===== config.mk =====
export PLATFORM = sky130hd
export DESIGN_NAME = value_store_mode_finder
export DESIGN_NICKNAME = d
export VERILOG_FILES = /design/src/hw/rtl/vsmf_pkg.sv /design/src/hw/rtl/vsmf_store.sv /design/src/hw/rtl/vsmf_tally.sv /design/src/hw/rtl/value_store_mode_finder.sv
export SDC_FILE = /design/constraint.sdc
export NUM_CORES = 2
export LEC_CHECK = 0
export BUFFER_PORTS_ARGS = -buffer_cell sky130_fd_sc_hd__buf_2
export CORE_ASPECT_RATIO = 1.2
export CORE_MARGIN = 8
export CORE_UTILIZATION = 37
export DETAILED_ROUTE_END_ITERATION = 10
export SETUP_SLACK_MARGIN = 0.15
export SYNTH_ARGS = -nofsm -noshare
export SYNTH_HDL_FRONTEND = slang
export SYNTH_HIERARCHICAL = 1
export SYNTH_SLANG_ARGS = --single-unit

===== constraint.sdc =====
create_clock -name clock -period 9.56 [get_ports clock]
set_clock_uncertainty 0.05 [all_clocks]
set_input_delay 1.912 -clock clock [delete_from_list [all_inputs] [get_ports clock]]
set_output_delay 1.912 -clock clock [all_outputs]
set_load 0.01 [all_outputs]

===== src/hw/rtl/vsmf_pkg.sv =====
`default_nettype none
// ----------------------------------------------------------------------------
// Value store mode finder package
// Shared constants, command codes and transaction payload types.
// ----------------------------------------------------------------------------
package vsmf_pkg;

   localparam int CAPACITY_DEF    = 64;
   localparam int VALUE_WIDTH_DEF = 32;

   localparam int CMD_W  = 2;
   localparam int DATA_W = 32;
   localparam int CNT_W  = 7;

   localparam logic [CMD_W-1:0] CMD_ADD   = 2'd0;
   localparam logic [CMD_W-1:0] CMD_COUNT = 2'd1;
   localparam logic [CMD_W-1:0] CMD_MODE  = 2'd2;

   typedef struct packed {
      logic [CMD_W-1:0]         command;
      logic signed [DATA_W-1:0] value;
   } req_type;

   typedef struct packed {
      logic [CNT_W-1:0]         occurrences;
      logic signed [DATA_W-1:0] mode_value;
      logic                     empty_error;
      logic                     full_drop;
      logic [CNT_W-1:0]         entries;
   } rsp_type;

endpackage
`default_nettype wire


===== src/hw/rtl/vsmf_store.sv =====
`default_nettype none
// ----------------------------------------------------------------------------
// Value store memory
// One write port and two read ports; each read returns its data in the next cycle.
// ----------------------------------------------------------------------------
module vsmf_store #(
   parameter int CAPACITY    = vsmf_pkg::CAPACITY_DEF,
   parameter int VALUE_WIDTH = vsmf_pkg::VALUE_WIDTH_DEF
) (
   input  wire logic                        clock,
   input  wire logic                        wr_en,
   input  wire logic [$clog2(CAPACITY)-1:0] wr_addr,
   input  wire logic [VALUE_WIDTH-1:0]      wr_data,
   input  wire logic [$clog2(CAPACITY)-1:0] rd_a_addr,
   output logic      [VALUE_WIDTH-1:0]      rd_a_data,
   input  wire logic [$clog2(CAPACITY)-1:0] rd_b_addr,
   output logic      [VALUE_WIDTH-1:0]      rd_b_data
);

   logic [VALUE_WIDTH-1:0] mem_ff [CAPACITY];
   logic [VALUE_WIDTH-1:0] rd_a_data_ff;
   logic [VALUE_WIDTH-1:0] rd_b_data_ff;

   always_ff @(posedge clock) begin
      if (wr_en) begin
         mem_ff[wr_addr] <= wr_data;
      end
   end

   always_ff @(posedge clock) begin
      rd_a_data_ff <= mem_ff[rd_a_addr];
      rd_b_data_ff <= mem_ff[rd_b_addr];
   end

   assign rd_a_data = rd_a_data_ff;
   assign rd_b_data = rd_b_data_ff;

endmodule
`default_nettype wire


===== src/hw/rtl/vsmf_tally.sv =====
`default_nettype none
// ----------------------------------------------------------------------------
// Tally scanner
// Walks the stored entries through one read port and counts matches of a key.
// ----------------------------------------------------------------------------
module vsmf_tally #(
   parameter int CAPACITY    = vsmf_pkg::CAPACITY_DEF,
   parameter int VALUE_WIDTH = vsmf_pkg::VALUE_WIDTH_DEF
) (
   input  wire logic                          clock,
   input  wire logic                          reset,
   input  wire logic                          start,
   input  wire logic [$clog2(CAPACITY)-1:0]   last_idx,
   input  wire logic [VALUE_WIDTH-1:0]        key,
   input  wire logic [VALUE_WIDTH-1:0]        rd_data,
   output logic      [$clog2(CAPACITY)-1:0]   rd_addr,
   output logic      [$clog2(CAPACITY+1)-1:0] count,
   output logic                               done
);

   localparam int IDX_W = $clog2(CAPACITY);
   localparam int TCNT_W = $clog2(CAPACITY + 1);

   logic              active_ff, active_in;
   logic [IDX_W-1:0]  addr_ff, addr_in;
   logic              pend_ff, pend_in;
   logic              last_ff, last_in;
   logic [TCNT_W-1:0] count_ff, count_in;
   logic              done_ff, done_in;

   // A read issued in one cycle returns its data in the next, so the compare
   // trails the address, and done is registered behind the last compare.
   always_comb begin
      active_in = active_ff;
      addr_in   = addr_ff;
      pend_in   = 1'b0;
      last_in   = 1'b0;
      count_in  = count_ff;
      done_in   = pend_ff && last_ff;
      if (start) begin
         active_in = 1'b1;
         addr_in   = '0;
         count_in  = '0;
      end else begin
         if (active_ff) begin
            pend_in = 1'b1;
            if (addr_ff == last_idx) begin
               active_in = 1'b0;
               last_in   = 1'b1;
            end else begin
               addr_in = addr_ff + IDX_W'(1);
            end
         end
         if (pend_ff && (rd_data == key)) begin
            count_in = count_ff + TCNT_W'(1);
         end
      end
   end

   always_ff @(posedge clock) begin
      if (reset) begin
         active_ff <= 1'b0;
         addr_ff   <= '0;
         pend_ff   <= 1'b0;
         last_ff   <= 1'b0;
         count_ff  <= '0;
         done_ff   <= 1'b0;
      end else begin
         active_ff <= active_in;
         addr_ff   <= addr_in;
         pend_ff   <= pend_in;
         last_ff   <= last_in;
         count_ff  <= count_in;
         done_ff   <= done_in;
      end
   end

   assign rd_addr = addr_ff;
   assign count   = count_ff;
   assign done    = done_ff;

endmodule
`default_nettype wire


===== src/hw/rtl/value_store_mode_finder.sv =====
`default_nettype none
// ----------------------------------------------------------------------------
// Value store mode finder
// Bounded store of signed values with add, count and mode commands.
// ----------------------------------------------------------------------------
// The block takes one transaction at a time and returns exactly one result
// transaction for each. A count or a mode runs longer as N, the number of
// stored values (up to CAPACITY), grows. That is set by the tally scanner,
// which reads one stored entry per cycle through the second read port of
// the store memory; a mode runs one such scan for every stored entry,
// fetched as the key through the first read port. An add, a mode or count
// on an empty store, and an unused command code go straight to the finish
// state with no scan. The result sits in an output register, so the next
// transaction is accepted while the previous result still waits to be
// taken.
// ----------------------------------------------------------------------------
module value_store_mode_finder #(
   parameter int CAPACITY    = vsmf_pkg::CAPACITY_DEF,
   parameter int VALUE_WIDTH = vsmf_pkg::VALUE_WIDTH_DEF
) (
   input  wire logic              clock,
   input  wire logic              reset,
   input  wire logic              req_valid,
   output logic                   req_stall,
   input  wire vsmf_pkg::req_type req_payload,
   output logic                   rsp_valid,
   input  wire logic              rsp_stall,
   output vsmf_pkg::rsp_type      rsp_payload
);

   localparam int IDX_W = $clog2(CAPACITY);
   localparam int FCNT_W = $clog2(CAPACITY + 1);

   // One-hot sequencer states.
   typedef enum logic [3:0] {
      ST_IDLE   = 4'b0001,
      ST_KEY    = 4'b0010,
      ST_SCAN   = 4'b0100,
      ST_FINISH = 4'b1000
   } state_type;

   state_type                       state_ff, state_in;
   logic [FCNT_W-1:0]               fill_ff, fill_in;
   logic [vsmf_pkg::CMD_W-1:0]      cmd_ff, cmd_in;
   logic [VALUE_WIDTH-1:0]          key_ff, key_in;
   logic [IDX_W-1:0]                outer_ff, outer_in;
   logic [FCNT_W-1:0]               res_cnt_ff, res_cnt_in;
   logic [VALUE_WIDTH-1:0]          best_val_ff, best_val_in;
   logic                            empty_ff, empty_in;
   logic                            full_ff, full_in;
   logic                            rsp_valid_ff, rsp_valid_in;
   vsmf_pkg::rsp_type               rsp_ff, rsp_in;

   logic                            req_accept;
   logic                            store_full;
   logic [FCNT_W-1:0]               fill_dec;
   logic [IDX_W-1:0]                last_idx;
   logic [63:0]                     value_wide;
   logic [63:0]                     best_wide;
   logic [VALUE_WIDTH-1:0]          value_in;

   logic                            mem_we;
   logic [VALUE_WIDTH-1:0]          key_data;
   logic [VALUE_WIDTH-1:0]          scan_data;
   logic [IDX_W-1:0]                scan_addr;
   logic                            tally_start;
   logic [VALUE_WIDTH-1:0]          tally_key;
   logic [FCNT_W-1:0]               tally_count;
   logic                            tally_done;

   assign req_accept = req_valid && !req_stall;
   assign req_stall  = (state_ff != ST_IDLE);
   assign store_full = (fill_ff == FCNT_W'(CAPACITY));

   // Only entries below the fill count are ever scanned.
   assign fill_dec = fill_ff - FCNT_W'(1);
   assign last_idx = fill_dec[IDX_W-1:0];

   // Incoming values are sign extended and then kept in VALUE_WIDTH bits.
   assign value_wide = {{32{req_payload.value[31]}}, req_payload.value};
   assign value_in   = value_wide[VALUE_WIDTH-1:0];

   // The mode value leaves as the low 32 bits of the stored pattern.
   assign best_wide = 64'(best_val_ff);

   // Writes happen only at the acceptance of an add, so no scan can see one.
   assign mem_we = req_accept && (req_payload.command == vsmf_pkg::CMD_ADD) && !store_full;

   // A count compares against the request value, a mode against the entry
   // held on the key read port.
   assign tally_key = (cmd_ff == vsmf_pkg::CMD_MODE) ? key_data : key_ff;

   always_comb begin
      state_in     = state_ff;
      fill_in      = fill_ff;
      cmd_in       = cmd_ff;
      key_in       = key_ff;
      outer_in     = outer_ff;
      res_cnt_in   = res_cnt_ff;
      best_val_in  = best_val_ff;
      empty_in     = empty_ff;
      full_in      = full_ff;
      tally_start  = 1'b0;
      rsp_valid_in = rsp_valid_ff && rsp_stall;
      rsp_in       = rsp_ff;

      case (state_ff)
         ST_IDLE: begin
            if (req_accept) begin
               cmd_in      = req_payload.command;
               key_in      = value_in;
               outer_in    = '0;
               res_cnt_in  = '0;
               best_val_in = '0;
               empty_in    = 1'b0;
               full_in     = 1'b0;
               state_in    = ST_FINISH;
               case (req_payload.command)
                  vsmf_pkg::CMD_ADD: begin
                     if (store_full) begin
                        full_in = 1'b1;
                     end else begin
                        fill_in = fill_ff + FCNT_W'(1);
                     end
                  end
                  vsmf_pkg::CMD_COUNT: begin
                     if (fill_ff != '0) begin
                        tally_start = 1'b1;
                        state_in    = ST_SCAN;
                     end
                  end
                  vsmf_pkg::CMD_MODE: begin
                     if (fill_ff == '0) begin
                        empty_in = 1'b1;
                     end else begin
                        state_in = ST_KEY;
                     end
                  end
                  default: begin
                     state_in = ST_FINISH;
                  end
               endcase
            end
         end

         ST_KEY: begin
            // The key read issued here lands before the first compare.
            tally_start = 1'b1;
            state_in    = ST_SCAN;
         end

         ST_SCAN: begin
            if (tally_done) begin
               if (cmd_ff == vsmf_pkg::CMD_MODE) begin
                  // Strictly greater keeps the earliest entry on a tie.
                  if (tally_count > res_cnt_ff) begin
                     res_cnt_in  = tally_count;
                     best_val_in = key_data;
                  end
                  if (outer_ff == last_idx) begin
                     state_in = ST_FINISH;
                  end else begin
                     outer_in = outer_ff + IDX_W'(1);
                     state_in = ST_KEY;
                  end
               end else begin
                  res_cnt_in = tally_count;
                  state_in   = ST_FINISH;
               end
            end
         end

         ST_FINISH: begin
            if (!rsp_valid_ff || !rsp_stall) begin
               rsp_valid_in        = 1'b1;
               rsp_in.occurrences  = vsmf_pkg::CNT_W'(res_cnt_ff);
               rsp_in.mode_value   = $signed(best_wide[vsmf_pkg::DATA_W-1:0]);
               rsp_in.empty_error  = empty_ff;
               rsp_in.full_drop    = full_ff;
               rsp_in.entries      = vsmf_pkg::CNT_W'(fill_ff);
               state_in            = ST_IDLE;
            end
         end

         default: begin
            state_in = ST_IDLE;
         end
      endcase
   end

   always_ff @(posedge clock) begin
      if (reset) begin
         state_ff     <= ST_IDLE;
         fill_ff      <= '0;
         rsp_valid_ff <= 1'b0;
      end else begin
         state_ff     <= state_in;
         fill_ff      <= fill_in;
         rsp_valid_ff <= rsp_valid_in;
      end
   end

   always_ff @(posedge clock) begin
      cmd_ff      <= cmd_in;
      key_ff      <= key_in;
      outer_ff    <= outer_in;
      res_cnt_ff  <= res_cnt_in;
      best_val_ff <= best_val_in;
      empty_ff    <= empty_in;
      full_ff     <= full_in;
      rsp_ff      <= rsp_in;
   end

   assign rsp_valid   = rsp_valid_ff;
   assign rsp_payload = rsp_ff;

   vsmf_store #(
      .CAPACITY    (CAPACITY),
      .VALUE_WIDTH (VALUE_WIDTH)
   ) u_store (
      .clock     (clock),
      .wr_en     (mem_we),
      .wr_addr   (fill_ff[IDX_W-1:0]),
      .wr_data   (value_in),
      .rd_a_addr (outer_ff),
      .rd_a_data (key_data),
      .rd_b_addr (scan_addr),
      .rd_b_data (scan_data)
   );

   vsmf_tally #(
      .CAPACITY    (CAPACITY),
      .VALUE_WIDTH (VALUE_WIDTH)
   ) u_tally (
      .clock    (clock),
      .reset    (reset),
      .start    (tally_start),
      .last_idx (last_idx),
      .key      (tally_key),
      .rd_data  (scan_data),
      .rd_addr  (scan_addr),
      .count    (tally_count),
      .done     (tally_done)
   );

   // The fill count never passes the capacity.
   assert property (@(posedge clock) disable iff (reset)
      fill_ff <= FCNT_W'(CAPACITY))
      else $error("fill count above capacity");

   // The fill count moves only after an accepted add.
   assert property (@(posedge clock) disable iff (reset)
      ($past(!reset) && !$stable(fill_ff)) |->
         $past(req_accept && (req_payload.command == vsmf_pkg::CMD_ADD)))
      else $error("fill count changed without an add");

   // A finished scan is reported only while the sequencer waits for it.
   assert property (@(posedge clock) disable iff (reset)
      tally_done |-> (state_ff == ST_SCAN))
      else $error("tally finished outside of a scan");

   // The outer mode index stays within the stored entries.
   assert property (@(posedge clock) disable iff (reset)
      ((state_ff == ST_SCAN) || (state_ff == ST_KEY)) |-> (outer_ff <= last_idx))
      else $error("mode index beyond the stored entries");

endmodule
`default_nettype wire


==> results.md <==
* Outcome: finished, final reports clean
* Min-Delay Startpoint: u_tally/last_ff
* CP Data Arrival Time at 5.30 ns
* P_leak at approximately 35 nW
* Drt total wl at 321500 um
* Most common cell after layout, fill and taps aside: edfxtp_1
* Mapped Cells at 4977
* Final min period at 4.842 ns
* Avg Cell Area, Syn at 20.63 sq um
* Slowest cell on the critical path: nor2_4
* Mux cell area share after synthesis at 27.14%
* Die height at about 590 um
* Aggregate global routing overflow at 0
* Post-synth top flop: edfxtp_1
* Share of cells above drive strength 1 at 35.34%
* Vias in the first global route at 55470
* Mapped cell area at 102700 sq um
* Seq/Total Area, Yosys at about two thirds
* Commonest cells after routing, fill and taps aside: 2177 x edfxtp_1, 1124 x mux4_2, 233 x clkbuf_16, 220 x mux2i_1, 206 x nand2_1
* HPWL Detailed at 201700 um
* Stages on the worst setup path at 7
* Final setup margin at 4.718 ns
* IO buf count at 87
* WHS Endpoint: u_tally/done
* Synth Area in Compound Gates at 2.403%
* R2r setup slk at 4.86 ns
* RSZ-0062 raised after global routing: no
* DRT Pass-1 Iters at 6
* CP max stage delay at 0.97 ns
* Count of hold-fix buffers inserted at cts at 0
* Global-route wire length before repair at ~450000 um
* Syn Nets at between 5000 and 6000
* YS warnings at 6
* Adder and majority gate portion of the synthesized area at 0.1949%
* H-tree depth at 4
* Worst-Margin Slew at 1.327 ns
* Residual DRC at 0
* Final core occ at between 40% and 50%
* Maximum clock insertion buffer count at 4
* Gr usage total at 21.19%
* Synthesis-to-finish area growth at 12.51%
* Layout net count at 5153
* PD cells at 208.1 nW/um^2
* Number of DRC markers in iteration 0 at 6860
* Initial antenna violation count at 34
* CP Cell Sequence: buf_2 -> inv_1 -> ha_1 -> and3_1 -> nand3_1 -> nor2_4 -> buf_4
* Max Cap Viol at 0
* Starting Density at about 37%
* Synth async-reset ratio at 0%
* Post-Synth XOR/XNOR Area at 0.5495%
* Largest family of logic cells by synthesized area: multiplexers
* Post-DR wirelength/cell at 35.98 um
* Setup TNS at 0 ns
* Clock sink count at between 2000 and 2500
* Max-Slew Margin vs Limit at 11.29%
* Buf/Inv on CP at 3
* Cell depth of the worst flop-to-flop path at 7
* Detail Route Antenna Nets at 0
* Post-CTS Repair Setup Buffers at 0
* Hold Crit Class: register to register
* Die W at 496.9 um
* Via/cell ratio at 6.191
* Routability cong. at 0.8871
* CTS tree: yes
* Worst hold path cell count at 2
* Setup violations, final at 0
* Crit path max-delay family: simple AND/OR/NAND/NOR gates
* Synth area leaders: edfxtp_1 64%, mux4_2 25%, mux2i_1 2.1%
* Worst slack, placed at 3.975 ns
* R2R Path End: u_store/mem_ff[11][9]
* Fill count at 24040
* Max Slew Vio Count at 0
* Root Driver: clkbuf_16
* Hold WS at 0.3662 ns
* CP Capture Type: register
* Via Count at about 55000
* Area fraction of the dominant cell type after synthesis at between 60% and 70%
* Reg clk slew, reported paths at roughly 0.060 ns
* VDD IR max at 180.0 uV
* DIE AREA at between 200000 and 300000 sq um
* Simple-gate area share of the yosys netlist at 2.300%
* Post-synth cell types at 62
* Largest net degree at the start of global routing at roughly 120
* Num ports at 88
* Post-synth EDFFs at 2177
* CP max FO at 17
* Reg2reg start: fill_ff[0]
* CP required at around 10 ns
* Fin crit share at 50.65%
* Max Freq at 206.5 MHz
* Placeable Area at between 200000 and 300000 sq um
* Clock buffer count from CTS at 228
* CP startpoint kind: input pin
* Flops & latches, synth at 2270
* Setup CP Type: input pin to register
* Fin. Hold Viols at 0
* Clock Latency Late Sink at 0.88 ns
* Row count at between 200 and 250
* Largest area contributor in the netlist: edfxtp_1
* Post-CTS Resized at 0
## cell type report
type	instances	area, sq um	area share [%]
Antenna cell	11	27.53	0.02383
Clock buffer	277	6036	5.224
Clock inverter	140	1603	1.387
Inverter	18	67.56	0.05848
Multi-Input combinational cell	2318	34020	29.45
Sequential cell	2270	67250	58.21
Tap cell	3638	4552	3.940
Timing Repair Buffer	263	1974	1.709
## report_power, final
part / leakage (nW) / switching [mW] / internal [mW]
registers: 20.4 / 0.181 / 11.1
clock network: 3.77 / 3.88 / 5.43
logic: 10.4 / 2.09 / 1.39
## synthesized netlist by cell type (17+ instances only)
library cell     n
edfxtp_1      2177
mux4_2        1124
mux2i_1        220
nand2_1        208
clkbuf_1       139
nor2_1         120
buf_2          109
dfxtp_1         93
a22oi_1         91
buf_4           72
a21oi_1         58
o22ai_1         54
and2_1          47
xnor2_1         42
o21ai_0         37
buf_1           33
mux2_2          31
o211ai_1        27
nor2b_1         23
a211oi_1        18
nand3_1         18
o21ai_1         18
xor2_1          18
buf_6           17
inv_1           17
## state kept, by name (all words and copies together) (netlist names)
register / cells
u_tally/active_ff: 1
cmd_ff: 2
u_tally/pend_ff: 1
key_ff: 32
fill_ff: 7
outer_ff: 6
u_store/rd_b_data: 32
rsp_valid: 1
state_ff: 4
u_tally/done: 1
res_cnt_ff: 7
best_val_ff: 32
u_store/rd_a_data: 32
rsp_payload: 48
full_ff: 1
u_tally/count: 7
u_tally/last_ff: 1
empty_ff: 1
u_store/mem_ff: 2048
u_tally/rd_addr: 6
## kinds of logic after synthesis
logic type	count (synthesis)
adders and majority gates	16
and+or+nand+nor	503
buffers and inverters	389
DFF	2270
muxes	1375
xor gates and xnor gates	62
AOI/OAI and AO/OA	362
## per-stage QoR
stage / power (mW) / cell area (sq um) / cells
2_1_floorplan: 13.51 / 102700 / 4977
3_3_place_gp: 14.93 / 107900 / 8507
3_5_place_dp: 14.94 / 107900 / 8507
4_1_cts: 24.18 / 115500 / 8924
5_1_grt: 24.66 / 115500 / 8926
6_report: 24.04 / 115500 / 8935
## tightest hold or removal path: stages (launching register included)
cell and delay (ns):
dfxtp_1 0.30, nand2_1 0.05, nor2_1 0.03
## metal layers
metal	global-route usage [%]	up-vias	share of wire [%]
met5	0	-	0.027
met4	8.800	14	5.0
met3	4.738	563	9.1
met2	34.49	2803	48
met1	27.69	30230	38
li1	-	21710	-
## how the worst max path moves through the flow
stage / end / slack, ns / from
after floorplan: u_store/mem_ff[49][0] / 3.34 / req_valid
after global placement: u_store/mem_ff[10][5] / 4.03 / req_payload[32]
after detailed placement: u_store/mem_ff[11][9] / 3.98 / req_payload[33]
after CTS: u_store/mem_ff[11][9] / 4.88 / req_payload[33]
after global routing: u_store/mem_ff[10][5] / 4.70 / req_payload[33]
final: u_store/mem_ff[11][9] / 4.72 / req_payload[33]
(Power assumes the default switching activity.)
